<file path="src/rtl/tpb_pkg.sv">
`timescale 1ns / 1ps
// ----------------------------------------------------------------------------
// tpb_pkg: shared types and constants of the turtle plotter
// Grid geometry, command codes, headings, state encoding and the grid memory
// request bundle.
// ----------------------------------------------------------------------------
package tpb_pkg;

  localparam int GRID_SIZE = 64;
  localparam int START_POS = 20;

  // Fixed field widths
  localparam int COORD_W = 6;
  localparam int DIST_W  = 6;
  localparam int CMD_W   = 3;
  localparam int ROW_W   = 64;

  localparam int IDX_W = (GRID_SIZE > 1) ? $clog2(GRID_SIZE) : 1;

  localparam logic [COORD_W-1:0] MAX_C = COORD_W'(GRID_SIZE - 1);
  localparam logic [COORD_W-1:0] START_C =
    (START_POS > GRID_SIZE - 1) ? COORD_W'(GRID_SIZE - 1) : COORD_W'(START_POS);
  localparam logic [IDX_W-1:0] LAST_ROW = IDX_W'(GRID_SIZE - 1);

  typedef enum logic [CMD_W-1:0] {
    CMD_PEN_UP   = 3'd0,
    CMD_PEN_DOWN = 3'd1,
    CMD_TURN_R   = 3'd2,
    CMD_TURN_L   = 3'd3,
    CMD_MOVE     = 3'd4,
    CMD_READ     = 3'd5
  } tpb_cmd_t;

  typedef enum logic [1:0] {
    HEAD_XP = 2'd0,
    HEAD_YM = 2'd1,
    HEAD_XM = 2'd2,
    HEAD_YP = 2'd3
  } tpb_head_t;

  typedef enum logic [1:0] {
    ST_IDLE,
    ST_STEP,
    ST_MARK,
    ST_READ
  } tpb_state_t;

  typedef struct packed {
    logic                 rd_en;
    logic [IDX_W-1:0]     rd_addr;
    logic                 wr_en;
    logic [IDX_W-1:0]     wr_addr;
    logic [GRID_SIZE-1:0] wr_data;
  } tpb_mem_req_t;

endpackage

</file>
<file path="src/rtl/tpb_grid.sv">
`timescale 1ns / 1ps
// ----------------------------------------------------------------------------
// tpb_grid: row store of the plot grid
// One-write one-read synchronous memory, one row per entry, with a valid bit
// per row so that an unwritten row reads as cleared right after reset.
// ----------------------------------------------------------------------------
module tpb_grid (
  input  logic                           clk,
  input  logic                           rst_n,
  input  tpb_pkg::tpb_mem_req_t          req,
  output logic [tpb_pkg::GRID_SIZE-1:0]  rd_data
);

  logic [tpb_pkg::GRID_SIZE-1:0] mem_r [tpb_pkg::GRID_SIZE];
  logic [tpb_pkg::GRID_SIZE-1:0] valid_r;
  logic [tpb_pkg::GRID_SIZE-1:0] rd_data_r;
  logic                          rd_vld_r;

  always_ff @(posedge clk) begin
    if (req.wr_en) begin
      mem_r[req.wr_addr] <= req.wr_data;
    end
    if (req.rd_en) begin
      rd_data_r <= mem_r[req.rd_addr];
    end
  end

  // Track written rows; reset clears them all at once
  always_ff @(posedge clk) begin
    if (!rst_n) begin
      valid_r  <= '0;
      rd_vld_r <= 1'b0;
    end else begin
      if (req.wr_en) begin
        valid_r[req.wr_addr] <= 1'b1;
      end
      if (req.rd_en) begin
        rd_vld_r <= valid_r[req.rd_addr];
      end
    end
  end

  assign rd_data = rd_vld_r ? rd_data_r : '0;

endmodule

</file>
<file path="src/rtl/turtle_plotter_bitmap.sv">
`timescale 1ns / 1ps
// ----------------------------------------------------------------------------
// turtle_plotter_bitmap: turtle plotter over a square bit grid
// Keeps a position, heading and pen state, marks cells in a row memory as
// the turtle moves with the pen down, and reads the grid out row by row.
// ----------------------------------------------------------------------------
// A command is taken on a clock edge with start high and busy low; for a
// move or readout busy then stays high until the block can take the next
// one. Pen and turn commands and a move of zero cells finish as they are
// taken, with busy left low. A move runs one ST_STEP per cell with the pen
// lifted, and ST_STEP then ST_MARK per cell with the pen down, since ST_STEP
// reads the row under the new position from the grid memory and ST_MARK
// writes it back the cycle after (one memory access per cycle). A readout
// issues one row read per cycle and emits GRID_SIZE beats on consecutive
// cycles, each from the registered read of its row; busy drops as the last
// beat shows. Each beat stands on out_* for exactly one cycle with out_strobe
// high and must be taken then: there is no way to stall the output. The grid
// is clear right after reset with no clearing pass; a per-row valid bit
// masks rows not yet written. Codes 6 and 7 are dropped without a result.
// ----------------------------------------------------------------------------
module turtle_plotter_bitmap (
  input  logic                          clk,
  input  logic                          rst_n,
  input  logic                          start,
  output logic                          busy,
  input  logic [tpb_pkg::CMD_W-1:0]     in_req_type,
  input  logic [tpb_pkg::DIST_W-1:0]    in_distance,
  output logic                          out_strobe,
  output logic [tpb_pkg::ROW_W-1:0]     out_row_bits,
  output logic [tpb_pkg::COORD_W-1:0]   out_row_index,
  output logic                          out_last_row
);

  // Control state
  tpb_pkg::tpb_state_t            state_r, state_nxt;
  logic [tpb_pkg::COORD_W-1:0]    pos_x_r, pos_x_nxt;
  logic [tpb_pkg::COORD_W-1:0]    pos_y_r, pos_y_nxt;
  logic [1:0]                     heading_r, heading_nxt;
  logic                           pen_r, pen_nxt;
  logic [tpb_pkg::DIST_W-1:0]     cnt_r, cnt_nxt;
  logic [tpb_pkg::IDX_W-1:0]      row_r, row_nxt;

  // Readout beat tracking, registered in step with the memory read data
  logic                           ro_pend_r, ro_pend_nxt;
  logic [tpb_pkg::COORD_W-1:0]    ro_idx_r, ro_idx_nxt;
  logic                           ro_last_r, ro_last_nxt;

  // Next position after one step, saturated at both edges
  logic [tpb_pkg::COORD_W-1:0]    step_x, step_y;

  tpb_pkg::tpb_mem_req_t          mem_req;
  logic [tpb_pkg::GRID_SIZE-1:0]  mem_rd_data;

  tpb_grid u_grid (
    .clk     (clk),
    .rst_n   (rst_n),
    .req     (mem_req),
    .rd_data (mem_rd_data)
  );

  // Step one cell along the heading; hold the coordinate at an edge
  always_comb begin
    step_x = pos_x_r;
    step_y = pos_y_r;
    unique case (tpb_pkg::tpb_head_t'(heading_r))
      tpb_pkg::HEAD_XP: begin
        if (pos_x_r < tpb_pkg::MAX_C) step_x = pos_x_r + 1'b1;
      end
      tpb_pkg::HEAD_YM: begin
        if (pos_y_r != '0) step_y = pos_y_r - 1'b1;
      end
      tpb_pkg::HEAD_XM: begin
        if (pos_x_r != '0) step_x = pos_x_r - 1'b1;
      end
      tpb_pkg::HEAD_YP: begin
        if (pos_y_r < tpb_pkg::MAX_C) step_y = pos_y_r + 1'b1;
      end
      default: ;
    endcase
  end

  always_ff @(posedge clk) begin
    if (!rst_n) begin
      state_r   <= tpb_pkg::ST_IDLE;
      pos_x_r   <= tpb_pkg::START_C;
      pos_y_r   <= tpb_pkg::START_C;
      heading_r <= tpb_pkg::HEAD_XP;
      pen_r     <= 1'b0;
      cnt_r     <= '0;
      row_r     <= '0;
      ro_pend_r <= 1'b0;
      ro_idx_r  <= '0;
      ro_last_r <= 1'b0;
    end else begin
      state_r   <= state_nxt;
      pos_x_r   <= pos_x_nxt;
      pos_y_r   <= pos_y_nxt;
      heading_r <= heading_nxt;
      pen_r     <= pen_nxt;
      cnt_r     <= cnt_nxt;
      row_r     <= row_nxt;
      ro_pend_r <= ro_pend_nxt;
      ro_idx_r  <= ro_idx_nxt;
      ro_last_r <= ro_last_nxt;
    end
  end

  always_comb begin
    state_nxt   = state_r;
    pos_x_nxt   = pos_x_r;
    pos_y_nxt   = pos_y_r;
    heading_nxt = heading_r;
    pen_nxt     = pen_r;
    cnt_nxt     = cnt_r;
    row_nxt     = row_r;
    ro_pend_nxt = 1'b0;
    ro_idx_nxt  = ro_idx_r;
    ro_last_nxt = 1'b0;
    mem_req     = '0;

    unique case (state_r)
      tpb_pkg::ST_IDLE: begin
        if (start) begin
          unique case (tpb_pkg::tpb_cmd_t'(in_req_type))
            tpb_pkg::CMD_PEN_UP:   pen_nxt = 1'b0;
            tpb_pkg::CMD_PEN_DOWN: pen_nxt = 1'b1;
            tpb_pkg::CMD_TURN_R:   heading_nxt = heading_r - 1'b1;
            tpb_pkg::CMD_TURN_L:   heading_nxt = heading_r + 1'b1;
            tpb_pkg::CMD_MOVE: begin
              // Zero distance leaves everything as it is
              cnt_nxt = in_distance;
              if (in_distance != '0) state_nxt = tpb_pkg::ST_STEP;
            end
            tpb_pkg::CMD_READ: begin
              row_nxt   = '0;
              state_nxt = tpb_pkg::ST_READ;
            end
            default: ;
          endcase
        end
      end

      tpb_pkg::ST_STEP: begin
        // Advance one cell; with the pen down fetch the row under it
        pos_x_nxt = step_x;
        pos_y_nxt = step_y;
        cnt_nxt   = cnt_r - 1'b1;
        if (pen_r) begin
          mem_req.rd_en   = 1'b1;
          mem_req.rd_addr = step_y[tpb_pkg::IDX_W-1:0];
          state_nxt       = tpb_pkg::ST_MARK;
        end else if (cnt_r == tpb_pkg::DIST_W'(1)) begin
          state_nxt = tpb_pkg::ST_IDLE;
        end
      end

      tpb_pkg::ST_MARK: begin
        // Set the bit of the current column and write the row back
        mem_req.wr_en   = 1'b1;
        mem_req.wr_addr = pos_y_r[tpb_pkg::IDX_W-1:0];
        mem_req.wr_data = mem_rd_data |
                          (tpb_pkg::GRID_SIZE'(1) << pos_x_r[tpb_pkg::IDX_W-1:0]);
        state_nxt       = (cnt_r == '0) ? tpb_pkg::ST_IDLE : tpb_pkg::ST_STEP;
      end

      tpb_pkg::ST_READ: begin
        // Issue one row read per cycle; the beat goes out next cycle
        mem_req.rd_en   = 1'b1;
        mem_req.rd_addr = row_r;
        ro_pend_nxt     = 1'b1;
        ro_idx_nxt      = tpb_pkg::COORD_W'(row_r);
        ro_last_nxt     = (row_r == tpb_pkg::LAST_ROW);
        row_nxt         = row_r + 1'b1;
        if (row_r == tpb_pkg::LAST_ROW) state_nxt = tpb_pkg::ST_IDLE;
      end

      default: state_nxt = tpb_pkg::ST_IDLE;
    endcase
  end

  assign busy          = (state_r != tpb_pkg::ST_IDLE);
  assign out_strobe    = ro_pend_r;
  assign out_row_bits  = tpb_pkg::ROW_W'(mem_rd_data);
  assign out_row_index = ro_idx_r;
  assign out_last_row  = ro_last_r;

endmodule

</file>
<file path="config.mk">
export PLATFORM = sky130hd
export DESIGN_NAME = turtle_plotter_bitmap
export DESIGN_NICKNAME = d
export VERILOG_FILES = /design/src/rtl/tpb_pkg.sv /design/src/rtl/tpb_grid.sv /design/src/rtl/turtle_plotter_bitmap.sv
export SDC_FILE = /design/constraint.sdc
export NUM_CORES = 2
export LEC_CHECK = 0
export BUFFER_PORTS_ARGS = -buffer_cell sky130_fd_sc_hd__buf_4
export CAP_MARGIN = 15
export CORE_MARGIN = 5
export CORE_UTILIZATION = 59
export CTS_BUF_LIST = sky130_fd_sc_hd__clkbuf_4 sky130_fd_sc_hd__clkbuf_8
export CTS_CLUSTER_DIAMETER = 60
export DETAILED_ROUTE_END_ITERATION = 6
export PLACE_DENSITY = 0.78
export SYNTH_ARGS = -nofsm -noshare
export SYNTH_HDL_FRONTEND = slang
export SYNTH_HIERARCHICAL = 1
export SYNTH_SLANG_ARGS = --single-unit
</file>
<file path="constraint.sdc">
create_clock -name clk -period 7.1 [get_ports clk]
set_input_delay 0.355 -clock clk [delete_from_list [all_inputs] [get_ports clk]]
set_output_delay 0.355 -clock clk [all_outputs]
set_load 0.01 [all_outputs]
</file>
==> results.py <==
metrics = {
    "sta": {
        "setup_ws_ns": 1.735,
        "maxSlewHeadroom": 0.04189,
        "hold_viol": 0,
        "finalSetupTns_ns": 0,
        "fmax_ghz": 0.1864,
        "min_period_ns": 5.365,
        "slew_violations": 0,
        "setup_viol": 0,
        "fin_crit_sh": 0.7556,
        "grt_setup_unrepaired": "false",
        "skew_ns": 0.07886,
        "worst_pin_slew_ns": 1.432,
        "hold_ws_ns": 0.3332,
    },
    "clock_network": {
        "cts_tree": "done",
        "cts.sinks": 4262,
        "insertion_delay_ns": 1.26,
        "ctsResizeCount": 0,
        "path_clk_slew_ns": 0.07,
        "cts_hold_buf": 25,
        "htree_levels": 6,
        "post_cts_buffers": 0,
        "cts_made_buffers": 644,
        "cts_max_path_buffers": 4,
        "root_buffer": "clkbuf_8",
    },
    "placement": {
        "place.gp.congestion": 0.8395,
        "pre_cts_slack_ns": 1.966,
        "dp_hpwl_um": 226000,
        "portBuffers": 84,
    },
    "layout": {
        "regArea_mm2": 0.1270,
        "syn_to_final_growth_pct": 13.08,
        "fill_cells": 15611,
        "final_cell_mix": "edfxtp_1, mux4_2, clkbuf_8",
        "fin_nets": 7340,
        "final_util": 0.6717,
        "multiInputGateArea_mm2": 0.03530,
        "layout_commonest_cell": "edfxtp_1",
        "drive_gt1_frac": 0.3680,
    },
    "floorplanning": {
        "core.rowCount": 192,
        "die_h_um": 535.3,
        "initial_core_util": 0.5940,
        "ioPinCount": 85,
        "die_x_um": 535.3,
        "core_mm2": 0.2741,
        "die_area_mm2": 0.2866,
    },
    "route": {
        "drt_iter0_markers": 14697,
        "dr.pass1.iters": 7,
        "viasPerCell": 7.109,
        "vias": 81808,
        "drt_wl_total_um": 457400,
        "drcViolationCount": 0,
        "routedWlPerCell_um": 39.75,
        "antenna_left": 0,
    },
    "min_path": {
        "hold_class": "input port to flop",
        "holdPathStages": 6,
    },
    "worst_setup_path": {
        "crit_chain": "inv_1 > ha_1 > nor2b_1 > a21boi_2 > a32oi_1 > o311ai_2 > buf_12 > buf_12 > mux4_2 > mux4_2 > mux4_2",
        "slowest_stage": "dfxtp_1",
        "r2r_slack_ns": 1.74,
        "path_depth": 11,
        "start_kind": "flop",
        "worstReg2RegStart": "pos_y_r[0]",
        "cp.required_ns": 8.02,
        "critical_path.max_stage_delay_ns": 0.61,
        "critPathLaunch": "pos_y_r[0]",
        "path_max_fanout": 144,
        "worstPathArrival_ns": 6.28,
        "reg2reg_to": "u_grid/rd_data_r[33]",
        "cp.buffers_inverters": 3,
        "crit_end": "u_grid/rd_data_r[33]",
        "reg2reg_depth": 11,
        "timing.critical_path.to_type": "flop",
        "crit_family": "multiplexers",
        "critPathKind": "flop to flop",
        "crit_path_frequent_cell": "mux4_2",
    },
    "flow_run": {
        "drv_cap": 0,
    },
    "global_routing": {
        "grt_pass1_vias": 81025,
        "grt_use_total": 0.3187,
        "antenna_found_initial": 24,
        "overflow": 0,
        "grt_pass1_wl_um": 629800,
        "grt_max_degree": 145,
    },
    "logic_synthesis": {
        "synth-seq-area-share": 0.7798,
        "postSynth.asyncResetShare": 0,
        "avgSynthCellArea_um2": 24.54,
        "synth_top_area_frac": 0.7673,
        "synth_cell_types": 70,
        "synthTopCellsByArea": "edfxtp_1, mux4_2, dfxtp_1, clkbuf_1, nor2_1",
        "yosys_warnings": 6,
        "synthesis.area_mm2": 0.1628,
        "synth_edf_count": 4160,
        "postSynthCellCount": 6636,
        "syn-num-nets": 6664,
        "synth_ff_type": "edfxtp_1",
        "ys_ff_latch": 4262,
        "yosysTopAreaCell": "edfxtp_1",
    },
    "pwr": {
        "p_per_area_mw_per_mm2": 258.1,
        "finalPower_mw": 47.52,
        "ir_drop_mv": 0.2163,
        "leakagePower_nw": 55.54,
    },
    "status": {
        "outcome": "finished, final reports clean",
    },
}
-- cells by family after synthesis --
| group | Yosys count | synth area share |
|---|---|---|
| adders and majority gates | 16 | 0.001276 |
| buffers and inverters | 373 | 0.009452 |
| muxes | 1369 | 0.1884 |
| AOI/OAI and AO/OA | 213 | 0.008615 |
| and+or+nand+nor | 392 | 0.01190 |
| DFF | 4262 | 0.7798 |
| xor gates and xnor gates | 11 | 0.0005917 |
-- synthesized netlist by cell type (all sizes together), types with 2 or more instances --
master      n
a31oi      15
nand3b      2
and2       74
ha         15
a221oi      2
nor4        4
a32oi       2
nand2b     12
nor2b      11
a22oi       2
edfxtp   4160
nor3       16
xor2        7
o211ai      2
a21o        2
and3b       5
inv        17
o21ai      13
o41ai       2
a211oi      4
a211o       2
mux4     1356
nor2      169
and3        6
o2bb2ai     2
dfxtp     102
a21oi      84
nand4       9
o221ai      2
o311ai      4
or2         4
mux2i      12
clkbuf    209
nand3      24
o31ai       4
or3         5
nor3b       3
buf       147
xnor2       4
nand2      42
o21a       65
-- tightest hold or removal path: stages --
cell           delay [ns]
dlygate4sd3_1        0.54
buf_4                0.17
nand3b_1             0.10
a21oi_1              0.07
o21ai_0              0.21
a21oi_1              0.06
-- state kept, by name (all words and copies together), names as in the netlist --
signal,flops
out_last_row,1
heading_r,2
pen_r,1
u_grid/valid_r,64
out_row_index,6
pos_y_r,6
row_r,6
u_grid/mem_r,4096
state_r,2
u_grid/rd_vld_r,1
u_grid/rd_data_r,64
out_strobe,1
pos_x_r,6
cnt_r,6
-- metrics by stage --
stage	std cells	area [um2]
floorplan	6636	162800
global placement	10281	170100
detailed placement	10281	170100
CTS	11453	183100
global route	11500	184100
finish	11507	184100
-- metal layers --
metal  track usage  vias up  part of all wire
met5             0        -           0.00037
li1              -    30226                 -
met3        0.1041     1531              0.17
met2        0.4856     7822              0.46
met4        0.1369       26             0.055
met1        0.4315    42203              0.31
-- final cells by class --
cell class              instances  share of cell area
well taps                    3686             0.02505
inverters                      17           0.0003466
repair buffers                386             0.02362
flip-flops and latches       4262              0.6896
clock buffers                 865             0.05790
multi-input cells            2001              0.1917
diodes                          8           0.0001087
clock inverters               282             0.01165
-- how the worst min path moves through the flow --
stage | startpoint | end | slack [ns]
after global placement | u_grid/valid_r[29] | u_grid/valid_r[29] | 0.44
after detailed placement | u_grid/valid_r[47] | u_grid/valid_r[47] | 0.45
after global routing | in_req_type[0] | heading_r[1] | 0.34
after floorplan | u_grid/valid_r[14] | u_grid/valid_r[14] | 0.44
after CTS | in_req_type[0] | heading_r[1] | 0.17
final | start | state_r[0] | 0.33
-- where the power goes --
group	switching (mW)	internal, mW
registers	0.0135	27.2
logic	0.153	0.0810
clock network	9.71	10.4
total	9.88	37.6
(Power assumes the default switching activity.)
